$ cat src/bpr_pkg.sv
// ----------------------------------------------------------------------------
// bpr_pkg
// Shared types and constants for the byte pattern replace block.
// ----------------------------------------------------------------------------
package bpr_pkg;

  localparam int BYTE_W = 8;
  localparam int POS_W  = 3;

  typedef struct packed {
    logic              shift;
    logic              load;
    logic [POS_W-1:0]  pos;
    logic [BYTE_W-1:0] data;
  } bpr_cell_ctl_t;

endpackage

$ cat src/bpr_cell.sv
// ----------------------------------------------------------------------------
// bpr_cell
// One window cell: holds a byte, takes its neighbor's byte on a shift or the
// incoming byte on a load at its position, and compares with its pattern byte.
// ----------------------------------------------------------------------------
module bpr_cell #(
  parameter int INDEX = 0
) (
  input  logic                  clk,
  input  bpr_pkg::bpr_cell_ctl_t ctl,
  input  logic [7:0]            right_byte,
  input  logic [7:0]            pat_byte,
  output logic [7:0]            cell_byte,
  output logic                  eq
);
  import bpr_pkg::*;

  logic hit_pos;

  assign hit_pos = ctl.load && (ctl.pos == POS_W'(INDEX));
  assign eq      = (cell_byte == pat_byte);

  always_ff @(posedge clk) begin
    if (hit_pos) begin
      cell_byte <= ctl.data;
    end else if (ctl.shift) begin
      cell_byte <= right_byte;
    end
  end

endmodule

$ cat src/bpr_seq.sv
// ----------------------------------------------------------------------------
// bpr_seq
// Sequencer: steps the match loop one output word per cycle while the output
// is free, drives the cell row, and holds the output register.
// ----------------------------------------------------------------------------
module bpr_seq #(
  parameter  int PATTERN_MAX = 8,
  localparam int FW          = $clog2(PATTERN_MAX + 1)
) (
  input  logic                   clk,
  input  logic                   rst,
  input  logic [FW-1:0]          len,
  input  logic [63:0]            repl_bytes,
  input  logic [PATTERN_MAX-1:0] eq,
  input  logic [7:0]             front_byte,
  output bpr_pkg::bpr_cell_ctl_t ctl,
  input  logic                   s_tvalid,
  output logic                   s_tready,
  input  logic [7:0]             s_tdata,
  input  logic                   s_tlast,
  output logic                   m_tvalid,
  input  logic                   m_tready,
  output logic [7:0]             m_tdata,
  output logic                   m_tlast,
  output logic                   m_tuser
);
  import bpr_pkg::*;

  localparam int MAX_RESULTS = 8;
  localparam int NW          = $clog2(MAX_RESULTS + 1);
  localparam int KW          = (PATTERN_MAX > 1) ? $clog2(PATTERN_MAX) : 1;

  typedef enum logic [1:0] {ST_IDLE, ST_LOOP, ST_REPL, ST_FLUSH} state_t;

  state_t        state, state_next;
  logic [FW-1:0] fill, fill_next, fill_dec, base;
  logic [NW-1:0] n, n_next, n_inc;
  logic [KW-1:0] k, k_next;
  logic          found, found_next;
  logic          last_q, last_q_next;

  logic [7:0]             repl_arr [PATTERN_MAX];
  logic [PATTERN_MAX-1:0] mask;
  logic                   hit, out_free, cond, cont, flush_end;
  logic                   emit, shift, set_found, iter_end, clear, mark_last;
  logic                   open_in, accept, load;
  logic [7:0]             emit_byte;

  always_comb begin
    for (int i = 0; i < PATTERN_MAX; i++) begin
      repl_arr[i] = repl_bytes[8*i +: 8];
      mask[i]     = (FW'(i) < len);
    end
  end

  assign hit       = &(eq | ~mask);
  assign out_free  = !m_tvalid || m_tready;
  assign fill_dec  = fill - FW'(1);
  assign n_inc     = n + NW'(1);
  assign cond      = (fill >= len) &&
                     (({1'b0, n} + (NW+1)'(len)) <= (NW+1)'(MAX_RESULTS));
  assign cont      = (fill_dec >= len) &&
                     (({1'b0, n_inc} + (NW+1)'(len)) <= (NW+1)'(MAX_RESULTS));
  assign flush_end = (fill_dec == '0) || (n_inc == NW'(MAX_RESULTS));

  always_comb begin
    emit       = 1'b0;
    emit_byte  = front_byte;
    shift      = 1'b0;
    set_found  = 1'b0;
    iter_end   = 1'b0;
    clear      = 1'b0;
    mark_last  = 1'b0;
    open_in    = 1'b0;
    state_next = state;
    k_next     = k;

    unique case (state)
      ST_IDLE: begin
        open_in = 1'b1;
      end
      ST_LOOP: begin
        if (!cond) begin
          if (last_q) begin
            state_next = ST_FLUSH;
          end else begin
            open_in = 1'b1;
          end
        end else if (out_free) begin
          emit  = 1'b1;
          shift = 1'b1;
          if (hit) begin
            emit_byte = repl_arr[0];
            set_found = 1'b1;
            if (len == FW'(1)) begin
              iter_end = 1'b1;
            end else begin
              state_next = ST_REPL;
              k_next     = KW'(1);
            end
          end else begin
            iter_end = 1'b1;
          end
        end
      end
      ST_REPL: begin
        if (out_free) begin
          emit      = 1'b1;
          shift     = 1'b1;
          emit_byte = repl_arr[k];
          if ((FW'(k) + FW'(1)) == len) begin
            iter_end = 1'b1;
          end else begin
            k_next = k + KW'(1);
          end
        end
      end
      ST_FLUSH: begin
        if (out_free) begin
          emit  = 1'b1;
          shift = 1'b1;
          if (flush_end) begin
            mark_last = 1'b1;
            clear     = 1'b1;
            open_in   = 1'b1;
          end
        end
      end
    endcase

    if (iter_end) begin
      priority if (cont) begin
        state_next = ST_LOOP;
      end else if (!last_q) begin
        open_in = 1'b1;
      end else if (flush_end) begin
        mark_last = 1'b1;
        clear     = 1'b1;
        open_in   = 1'b1;
      end else begin
        state_next = ST_FLUSH;
      end
    end

    if (open_in) begin
      state_next = s_tvalid ? ST_LOOP : ST_IDLE;
    end
  end

  assign s_tready    = open_in;
  assign accept      = open_in && s_tvalid;
  assign base        = clear ? '0 : (shift ? fill_dec : fill);
  assign load        = accept && (base < FW'(PATTERN_MAX));
  assign fill_next   = base + FW'(load);
  assign n_next      = accept ? '0 : (emit ? n_inc : n);
  assign found_next  = clear ? 1'b0 : (found || set_found);
  assign last_q_next = accept ? s_tlast : last_q;

  assign ctl.shift = shift;
  assign ctl.load  = load;
  assign ctl.pos   = POS_W'(base);
  assign ctl.data  = s_tdata;

  always_ff @(posedge clk) begin
    if (rst) begin
      state    <= ST_IDLE;
      fill     <= '0;
      n        <= '0;
      k        <= '0;
      found    <= 1'b0;
      last_q   <= 1'b0;
      m_tvalid <= 1'b0;
    end else begin
      state  <= state_next;
      fill   <= fill_next;
      n      <= n_next;
      k      <= k_next;
      found  <= found_next;
      last_q <= last_q_next;
      if (emit) begin
        m_tvalid <= 1'b1;
      end else if (m_tready) begin
        m_tvalid <= 1'b0;
      end
    end
    if (emit) begin
      m_tdata <= emit_byte;
      m_tlast <= mark_last;
      m_tuser <= mark_last && (found || set_found);
    end
  end

endmodule

$ cat src/byte_pattern_replace.sv
// ----------------------------------------------------------------------------
// byte_pattern_replace
// Streaming find and replace of a fixed-length byte pattern.
//
// Input words enter on the s_ side, one byte each, tlast on the final byte of
// a buffer. Output words leave on the m_ side in stream order: the original
// byte, or the replacement bytes where the pattern matched. m_tlast marks the
// final output word of a buffer and m_tuser on it reports whether any
// replacement happened in that buffer.
// Bytes wait in a row of PATTERN_MAX cells, so output lags input by up to L-1
// bytes (L = pattern length) plus the output register. Throughput is one byte
// per cycle while the output is not stalled: a non-matching byte leaves while
// the next is taken. A match sends its L replacement bytes one per cycle from
// the replacement counter, holding the input until the last one is sent. On
// the final byte the waiting bytes drain one per cycle, after a move to the
// flush state with no word sent when the window held less than a full pattern.
// A stall on m_tready holds the output register and drops s_tready as soon
// as a word must be sent. Reset clears the window fill (not the cell bytes),
// the flags and the registers (pattern length resets to 1). Write registers
// over APB at 0x00 pattern, 0x08 replacement, 0x10 length.
// ----------------------------------------------------------------------------
module byte_pattern_replace #(
  parameter int PATTERN_MAX = 8
) (
  input  logic        clk,
  input  logic        rst,
  input  logic        psel,
  input  logic        penable,
  input  logic        pwrite,
  input  logic [4:0]  paddr,
  input  logic [63:0] pwdata,
  output logic [63:0] prdata,
  output logic        pready,
  input  logic        s_tvalid,
  output logic        s_tready,
  input  logic [7:0]  s_tdata,   // [7:0] data_byte
  input  logic        s_tlast,
  output logic        m_tvalid,
  input  logic        m_tready,
  output logic [7:0]  m_tdata,   // [7:0] out_byte
  output logic        m_tlast,
  output logic        m_tuser    // [0] replaced_any
);
  import bpr_pkg::*;

  localparam int FW = $clog2(PATTERN_MAX + 1);

  localparam logic [1:0] REG_PATTERN = 2'd0;
  localparam logic [1:0] REG_REPL    = 2'd1;
  localparam logic [1:0] REG_LENGTH  = 2'd2;

  logic [63:0]   pattern_bytes;
  logic [63:0]   replacement_bytes;
  logic [3:0]    pattern_length;
  logic [FW-1:0] len;
  logic          wr;

  logic [7:0]             win [PATTERN_MAX];
  logic [PATTERN_MAX-1:0] eq;
  bpr_cell_ctl_t          ctl;

  assign pready = 1'b1;
  assign wr     = psel && penable && pwrite && pready;

  always_ff @(posedge clk) begin
    if (rst) begin
      pattern_bytes     <= '0;
      replacement_bytes <= '0;
      pattern_length    <= 4'd1;
    end else if (wr) begin
      unique case (paddr[4:3])
        REG_PATTERN: pattern_bytes     <= pwdata;
        REG_REPL:    replacement_bytes <= pwdata;
        REG_LENGTH:  pattern_length    <= pwdata[3:0];
        default: ;
      endcase
    end
  end

  always_comb begin
    unique case (paddr[4:3])
      REG_PATTERN: prdata = pattern_bytes;
      REG_REPL:    prdata = replacement_bytes;
      REG_LENGTH:  prdata = {60'd0, pattern_length};
      default:     prdata = '0;
    endcase
  end

  always_comb begin
    priority if (pattern_length == '0) begin
      len = FW'(1);
    end else if (pattern_length > 4'(PATTERN_MAX)) begin
      len = FW'(PATTERN_MAX);
    end else begin
      len = FW'(pattern_length);
    end
  end

  for (genvar i = 0; i < PATTERN_MAX; i++) begin : g_cell
    logic [7:0] right_byte;
    if (i == PATTERN_MAX - 1) begin : g_end
      assign right_byte = win[i];
    end else begin : g_mid
      assign right_byte = win[i+1];
    end
    bpr_cell #(.INDEX(i)) u_cell (
      .clk        (clk),
      .ctl        (ctl),
      .right_byte (right_byte),
      .pat_byte   (pattern_bytes[8*i +: 8]),
      .cell_byte  (win[i]),
      .eq         (eq[i])
    );
  end

  bpr_seq #(.PATTERN_MAX(PATTERN_MAX)) u_seq (
    .clk        (clk),
    .rst        (rst),
    .len        (len),
    .repl_bytes (replacement_bytes),
    .eq         (eq),
    .front_byte (win[0]),
    .ctl        (ctl),
    .s_tvalid   (s_tvalid),
    .s_tready   (s_tready),
    .s_tdata    (s_tdata),
    .s_tlast    (s_tlast),
    .m_tvalid   (m_tvalid),
    .m_tready   (m_tready),
    .m_tdata    (m_tdata),
    .m_tlast    (m_tlast),
    .m_tuser    (m_tuser)
  );

endmodule
$ cat config.mk
export PLATFORM = sky130hd
export DESIGN_NAME = byte_pattern_replace
export DESIGN_NICKNAME = d
export VERILOG_FILES = /design/src/bpr_pkg.sv /design/src/bpr_cell.sv /design/src/bpr_seq.sv /design/src/byte_pattern_replace.sv
export SDC_FILE = /design/constraint.sdc
export NUM_CORES = 1
export LEC_CHECK = 0
export ABC_AREA = 1
export BUFFER_PORTS_ARGS = -buffer_cell sky130_fd_sc_hd__buf_2
export CAP_MARGIN = 5
export CORE_MARGIN = 2
export CORE_UTILIZATION = 55
export CTS_CLUSTER_SIZE = 28
export DETAILED_ROUTE_END_ITERATION = 8
export PLACE_DENSITY = 0.77
export SLEW_MARGIN = 20
export SYNTH_ARGS = -nofsm -noshare
export SYNTH_HDL_FRONTEND = slang
export SYNTH_SLANG_ARGS = --single-unit
$ cat constraint.sdc
create_clock -name clk -period 10.72 [get_ports clk]
set_input_delay 1.072 -clock clk [delete_from_list [all_inputs] [get_ports clk]]
set_output_delay 1.072 -clock clk [all_outputs]
set_load 0.02 [all_outputs]
==> results.toml, run 1 <==
[status]
outcome = "complete, no violations"

[detailed_routing]
viasPerCell = 5.86
wl_um = 36800
antenna_left = 0
post_drt_wl_per_cell_um = 19.0
met3_length_um = 3940
vias = 11322
drt-met1-wl_um = 15200
drc = 0
drtPass1Iterations = 6
wl_met2_um = 16400
top_layer = "met4"
drt_iter0_markers = 1393

[yosys]
netlist_instances = 1526
ys_types = 48
yosys_warnings = 0
synth.avg_cell_area_sq_um = 7.71
synth_compound_area_share_pct = 18.4
yosys.area_share.simple_pct = 22.6
syn-num-nets = 1640
netlist_area_sq_um = 11800
synth_top_family_by_area = "simple AND/OR/NAND/NOR gates"
synth_fa_ha_area_share_pct = 3.21
synth_mux_area_share_pct = 0
yosysSeqAreaShare_pct = 44.1
synthArstFlopShare_pct = 0
yosys_register_bits = 222
synth-xor-area-share_pct = 4.99
synthFlopType = "dfxtp_1"
synth_edf_count = 74

[critical_path]
critPathSlowestCell = "dfxtp_1"
rrSetupSlack_ns = 5.72
slowest_delay_ns = 0.68
startpoint_type = "flop"
endpoint_kind = "flop"
endpoint = "g_cell[7].u_cell.cell_byte[0]$_DFFE_PP_"
path_max_fanout = 65
criticalPathCategory = "reg -> reg"
reg2regPathDepth = 19
r2r_end = "g_cell[7].u_cell.cell_byte[0]$_DFFE_PP_"
path_cells = "nor2_2, nand2_4, o21ai_2, ha_1, fa_1, a21oi_1, nor2_1, nor2_1, nand2_1, inv_1, nand2_1, o21ai_1, nand2_2, o21ai_1, nor2_4, nor2_4, buf_4, nand2_1, nor2_1"
required_ns = 10.87
cp.arrival_ns = 5.15
cp-startpoint = "pattern_length[3]$_SDFFE_PP0P_"
r2r_start = "pattern_length[3]$_SDFFE_PP0P_"

[global_routing]
gr-total-overflow = 0
gr-usage-all-layers_pct = 32.3
grt_max_degree = 98
grt_pass1_wl_um = 56200
antenna_found_initial = 0
grt_pass1_vias = 10136

[clocking]
hold_buffers = 0
cts_sinks = 222
clk_path_buf_depth = 3
clock-root-buffer = "clkbuf_16"
cts_tree = "done"
htreeDepth = 1
cts_buffers = 24
clk_pin_slew_ns = 0.06
post_cts_buffers = 0
clkLatencyLatePin_ns = 0.53
post_cts_resized = 0

[place]
hpwl_um = 25500
io_buffers = 157
placed_cell_area_sq_um = 12600
pre_cts_ws_ns = 5.82
dp_cells = 1888
gp_congestion = 0.967

[cells_and_area]
finalNetCount = 1753
fillers = 1812
finish.utilization_pct = 63.8
num_antenna_cells = 0
drive_gt1_share_pct = 15.3
final-instance-count-excl-fill = 1932
area_delta_synth_final_pct = 13.9
stdcell_area_sq_um = 13400

[floorplan]
ios = 162
die_w_um = 150
die_height_um = 150
fp.coreArea_sq_um = 21000
die_area_sq_um = 22600
start_util_pct = 56.0
rows = 53

[timing]
holdWs_ns = 0.474
finClkSkew_ns = 0.0138
layout_min_cycle_time_ns = 5.00
relSlewSlack_pct = 32.2
grt_setup_unrepaired = "no"
fin_crit_sh_pct = 46.6
setup_tns_ns = 0
worst_slew_pin_slew_ns = 1.02
setup_viol = 0
drv_slew = 0
final_hold_viol_count = 0
max_freq_mhz = 200
setup_ws_ns = 5.72

[power_and_ir_drop]
vdd_drop_max_mv = 0.128
comb_power_share_pct = 15.3
p_leak_nw = 5.71
powerDensity_nw_per_um2 = 156
p_int_mw = 1.49
p_sw_mw = 0.600
finalPower_mw = 2.09
p_seq_share_pct = 45.4
swShare_pct = 28.8
clkPwrFrac_pct = 39.3

[worst_hold_path]
min_path_type = "reg -> reg"

[job]
cap_violations = 0
sequential cells by signal, summed over array words and instances, names as in the netlist:
signal / flops
u_seq.last_q: 1
u_seq.m_tlast: 1
u_seq.m_tdata: 8
u_seq.k: 3
u_seq.state: 2
pattern_length: 4
g_cell.u_cell.cell_byte: 64
pattern_bytes: 64
u_seq.m_tvalid: 1
u_seq.m_tuser: 1
u_seq.fill: 4
u_seq.found: 1
replacement_bytes: 64
u_seq.n: 4
cell usage after synthesis, drive strengths merged (3+ instances only):
master,number,area share [%]
a22oi,3,0.23
o22ai,9,0.48
o21ai,223,9.6
a22o,19,1.4
nand2,297,10
nand3,91,4.1
o211ai,13,0.87
a41oi,3,0.22
edfxtp,74,19
buf,12,0.91
clkbuf,69,2.2
nor2,221,7.8
nand4,8,0.43
xor2,14,1.0
o221ai,4,0.30
xnor2,53,3.9
ha,27,2.9
nor3,3,0.13
a21oi,105,4.5
inv,112,3.6
dfxtp,148,25
routing by layer:
layer  vias to the layer above  track usage [%]
met5                         -                0
met4                         0             10.3
met3                        84             5.88
met2                       655             49.6
met1                      5257             46.2
li1                       5326                -
layout by cell type (no fill, tap or decap), types with 12 or more instances in the layout:
cell type / count
ha_1: 27
clkbuf_16: 25
nand2_1: 284
buf_2: 157
o211ai_1: 12
xnor2_1: 53
edfxtp_1: 74
dfxtp_1: 148
nor2_4: 12
a21oi_1: 105
xor2_1: 14
inv_1: 104
a22o_1: 19
o21ai_0: 215
nor2_1: 204
nand3_1: 89
cell type report:
class | count | area, sq um | area share [%]
well taps | 275 | 344 | 2.57
inverters | 114 | 428 | 3.19
multi-input cells | 1109 | 5800 | 43.3
clock buffers | 27 | 633 | 4.72
clock inverters | 17 | 143 | 1.06
repair buffers | 168 | 868 | 6.48
flip-flops and latches | 222 | 5180 | 38.7
critical path, delay by kind of cell, from the launching register on:
kind                     cells  cell delay, ns
AND/OR/NAND/NOR             11            1.71
buffers and inverters        2            0.63
adder cells (fa/ha/maj)      2            0.69
flip-flops                   1            0.68
AO/OA/AOI/OAI                4            0.87
power groups by stage:
stage	combinational, mW	sequential [mW]	clock, mW
after CTS	0.314	0.944	0.823
after floorplan	0.224	0.951	0
after global routing	0.355	0.949	0.861
final	0.320	0.947	0.820
after global placement	0.304	0.962	0
after detailed placement	0.311	0.963	0
cells by family (layout without fill, tap and decap cells):
| kind of cell | Yosys count | count (layout) |
|---|---|---|
| AOI/OAI and AO/OA | 390 | 390 |
| xor gates and xnor gates | 67 | 67 |
| adders and majority gates | 29 | 29 |
| buffers and inverters | 195 | 326 |
| DFF | 222 | 222 |
| other | 1 | 1 |
| and+or+nand+nor | 622 | 622 |
worst min path at each step:
stage | from | to | slack [ns] | depth (start not counted)
3_3_place_gp | replacement_bytes[34]$_SDFFE_PP0P_ | replacement_bytes[34]$_SDFFE_PP0P_ | 0.45 | 2
6_report | replacement_bytes[35]$_SDFFE_PP0P_ | replacement_bytes[35]$_SDFFE_PP0P_ | 0.47 | 2
4_1_cts | replacement_bytes[35]$_SDFFE_PP0P_ | replacement_bytes[35]$_SDFFE_PP0P_ | 0.47 | 2
5_1_grt | replacement_bytes[33]$_SDFFE_PP0P_ | replacement_bytes[33]$_SDFFE_PP0P_ | 0.50 | 2
2_1_floorplan | replacement_bytes[27]$_SDFFE_PP0P_ | replacement_bytes[27]$_SDFFE_PP0P_ | 0.44 | 2
3_5_place_dp | replacement_bytes[35]$_SDFFE_PP0P_ | replacement_bytes[35]$_SDFFE_PP0P_ | 0.46 | 2
No activity file was read; power rests on OpenSTA's default activity.
==> inputs of run 2 (changes only) <==
- clock period: 10.72 -> 4.7 ns (I/O delays scaled with it)
==> results.toml, run 2 (synthesized netlist as in run 1, its figures left out) <==
[status]
outcome = "complete, no violations"

[clocking]
cts_tree = "done"
post_cts_resized = 0
post_cts_buffers = 0
hold_buffers = 0
clkLatencyLatePin_ns = 0.53
cts_buffers = 25
clk_path_buf_depth = 3
clk_pin_slew_ns = 0.06
clock-root-buffer = "clkbuf_16"
htreeDepth = 1
cts_sinks = 222

[cells_and_area]
drive_gt1_share_pct = 16.3
num_antenna_cells = 0
finalNetCount = 1771
mostFrequentLayoutCells = "284 x nand2_1, 215 x o21ai_0, 204 x nor2_1, 157 x buf_2, 148 x dfxtp_1"
final_common_cell = "nand2_1"
top_regs = "g_cell.u_cell.cell_byte x64, pattern_bytes x64, replacement_bytes x64"
area_delta_synth_final_pct = 15.8
final-instance-count-excl-fill = 1951
stdcell_area_sq_um = 13600

[critical_path]
startpoint_type = "flop"
path_max_fanout = 15
criticalPathCategory = "reg -> reg"
cp.arrival_ns = 4.42
endpoint_kind = "flop"
required_ns = 4.89

[global_routing]
gr-usage-all-layers_pct = 32.8
antenna_found_initial = 0
grt_pass1_wl_um = 57100
grt_max_degree = 69
gr-total-overflow = 0
grt_pass1_vias = 10325

[timing]
grt_setup_unrepaired = "no"
worst_slew_pin_slew_ns = 0.935
setup_viol = 0
max_freq_mhz = 236
drv_slew = 0
fin_crit_sh_pct = 90.0
setup_tns_ns = 0
finClkSkew_ns = 0.0195
final_hold_viol_count = 0
relSlewSlack_pct = 37.6
setup_ws_ns = 0.470
layout_min_cycle_time_ns = 4.23

[detailed_routing]
drt_iter0_markers = 1162
wl_um = 37200
viasPerCell = 5.77
drc = 0
post_drt_wl_per_cell_um = 19.0
antenna_left = 0
vias = 11248
drtPass1Iterations = 5

[floorplan]
die_height_um = 150
rows = 53
fp.coreArea_sq_um = 21000
ios = 162
start_util_pct = 56.0
die_w_um = 150
die_area_sq_um = 22600

[place]
io_buffers = 157
hpwl_um = 26400
gp_congestion = 0.949
dp_cells = 1905
placed_cell_area_sq_um = 12800
pre_cts_ws_ns = 0.661

[power_and_ir_drop]
swShare_pct = 28.0
vdd_drop_max_mv = 0.242
p_seq_share_pct = 44.4
comb_power_share_pct = 15.2
p_leak_nw = 5.85
p_int_mw = 3.50
clkPwrFrac_pct = 40.3
powerDensity_nw_per_um2 = 357
p_sw_mw = 1.36

[job]
cap_violations = 0

[worst_hold_path]
min_path_type = "in -> reg"
## run 2: cell types whose count changed in the layout (fill, tap and decap cells not counted), sizes merged
cell,delta
buf,+17
clkbuf,+13
bufinv,-2
clkinv,-5
inv,+1
clkinvlp,-5
## run 2: worst max-delay path, stage by stage, from the launching register on
cell and delay (ns):
dfxtp_1 0.34, buf_4 0.19, o21ai_2 0.38, ha_1 0.28
fa_1 0.41, inv_1 0.06, nand2_1 0.05, o211ai_1 0.22
nand2_1 0.16, o21ai_1 0.18, nand2_2 0.26, xor2_1 0.33
nand4_1 0.31, nor2_4 0.32, nand2_2 0.09, nand2_1 0.30
## run 2: metal layers
| metal | up-vias | global-route usage [%] | share of wire, % |
|---|---|---|---|
| met5 | - | 0 | 0 |
| met3 | 90 | 5.18 | 9.5 |
| met4 | 0 | 11.2 | 3.5 |
| li1 | 5370 | - | - |
| met2 | 580 | 50.6 | 44 |
| met1 | 5208 | 47.1 | 43 |
## run 2: path summary, 6_finish.rpt
| path | start | cells past startpoint | slack [ns] | end |
|---|---|---|---|---|
| hold reg to reg | replacement_bytes[34]$_SDFFE_PP0P_ | 2 | 0.46 | replacement_bytes[34]$_SDFFE_PP0P_ |
| setup reg to reg | pattern_length[3]$_SDFFE_PP0P_ | 15 | 0.47 | g_cell[3].u_cell.cell_byte[0]$_DFFE_PP_ |
| setup / recovery | pattern_length[3]$_SDFFE_PP0P_ | 15 | 0.47 | g_cell[3].u_cell.cell_byte[0]$_DFFE_PP_ |
| hold / removal | pwdata[19] | 3 | 0.17 | pattern_bytes[19]$_SDFFE_PP0P_ |
## run 2: per-stage QoR
stage | util (%) | power [mW] | hold WS [ns]
2_1_floorplan | - | 2.68 | 0.435
3_3_place_gp | 60.8 | 2.91 | 0.445
3_5_place_dp | 60.8 | 2.92 | 0.459
4_1_cts | 64.8 | 4.86 | 0.165
5_1_grt | 64.8 | 5.05 | 0.178
6_report | 64.8 | 4.86 | 0.173
## run 2: power by group through the flow
stage                     Clock, mW  Sequential, mW  Combinational [mW]
final                          1.96            2.16               0.742
after CTS                      1.97            2.16               0.730
after global routing           2.06            2.17               0.825
after global placement            0            2.20               0.710
after detailed placement          0            2.20               0.723
after floorplan                   0            2.17               0.511
## run 2: layout make-up
cell class,count,area (sq um)
fill,1829,7400
multi-input combinational,1109,5800
sequential,222,5180
timing repair buffer,185,1020
clock buffer,40,807
inverter,114,429
tap,275,344
clock inverter,6,33.8
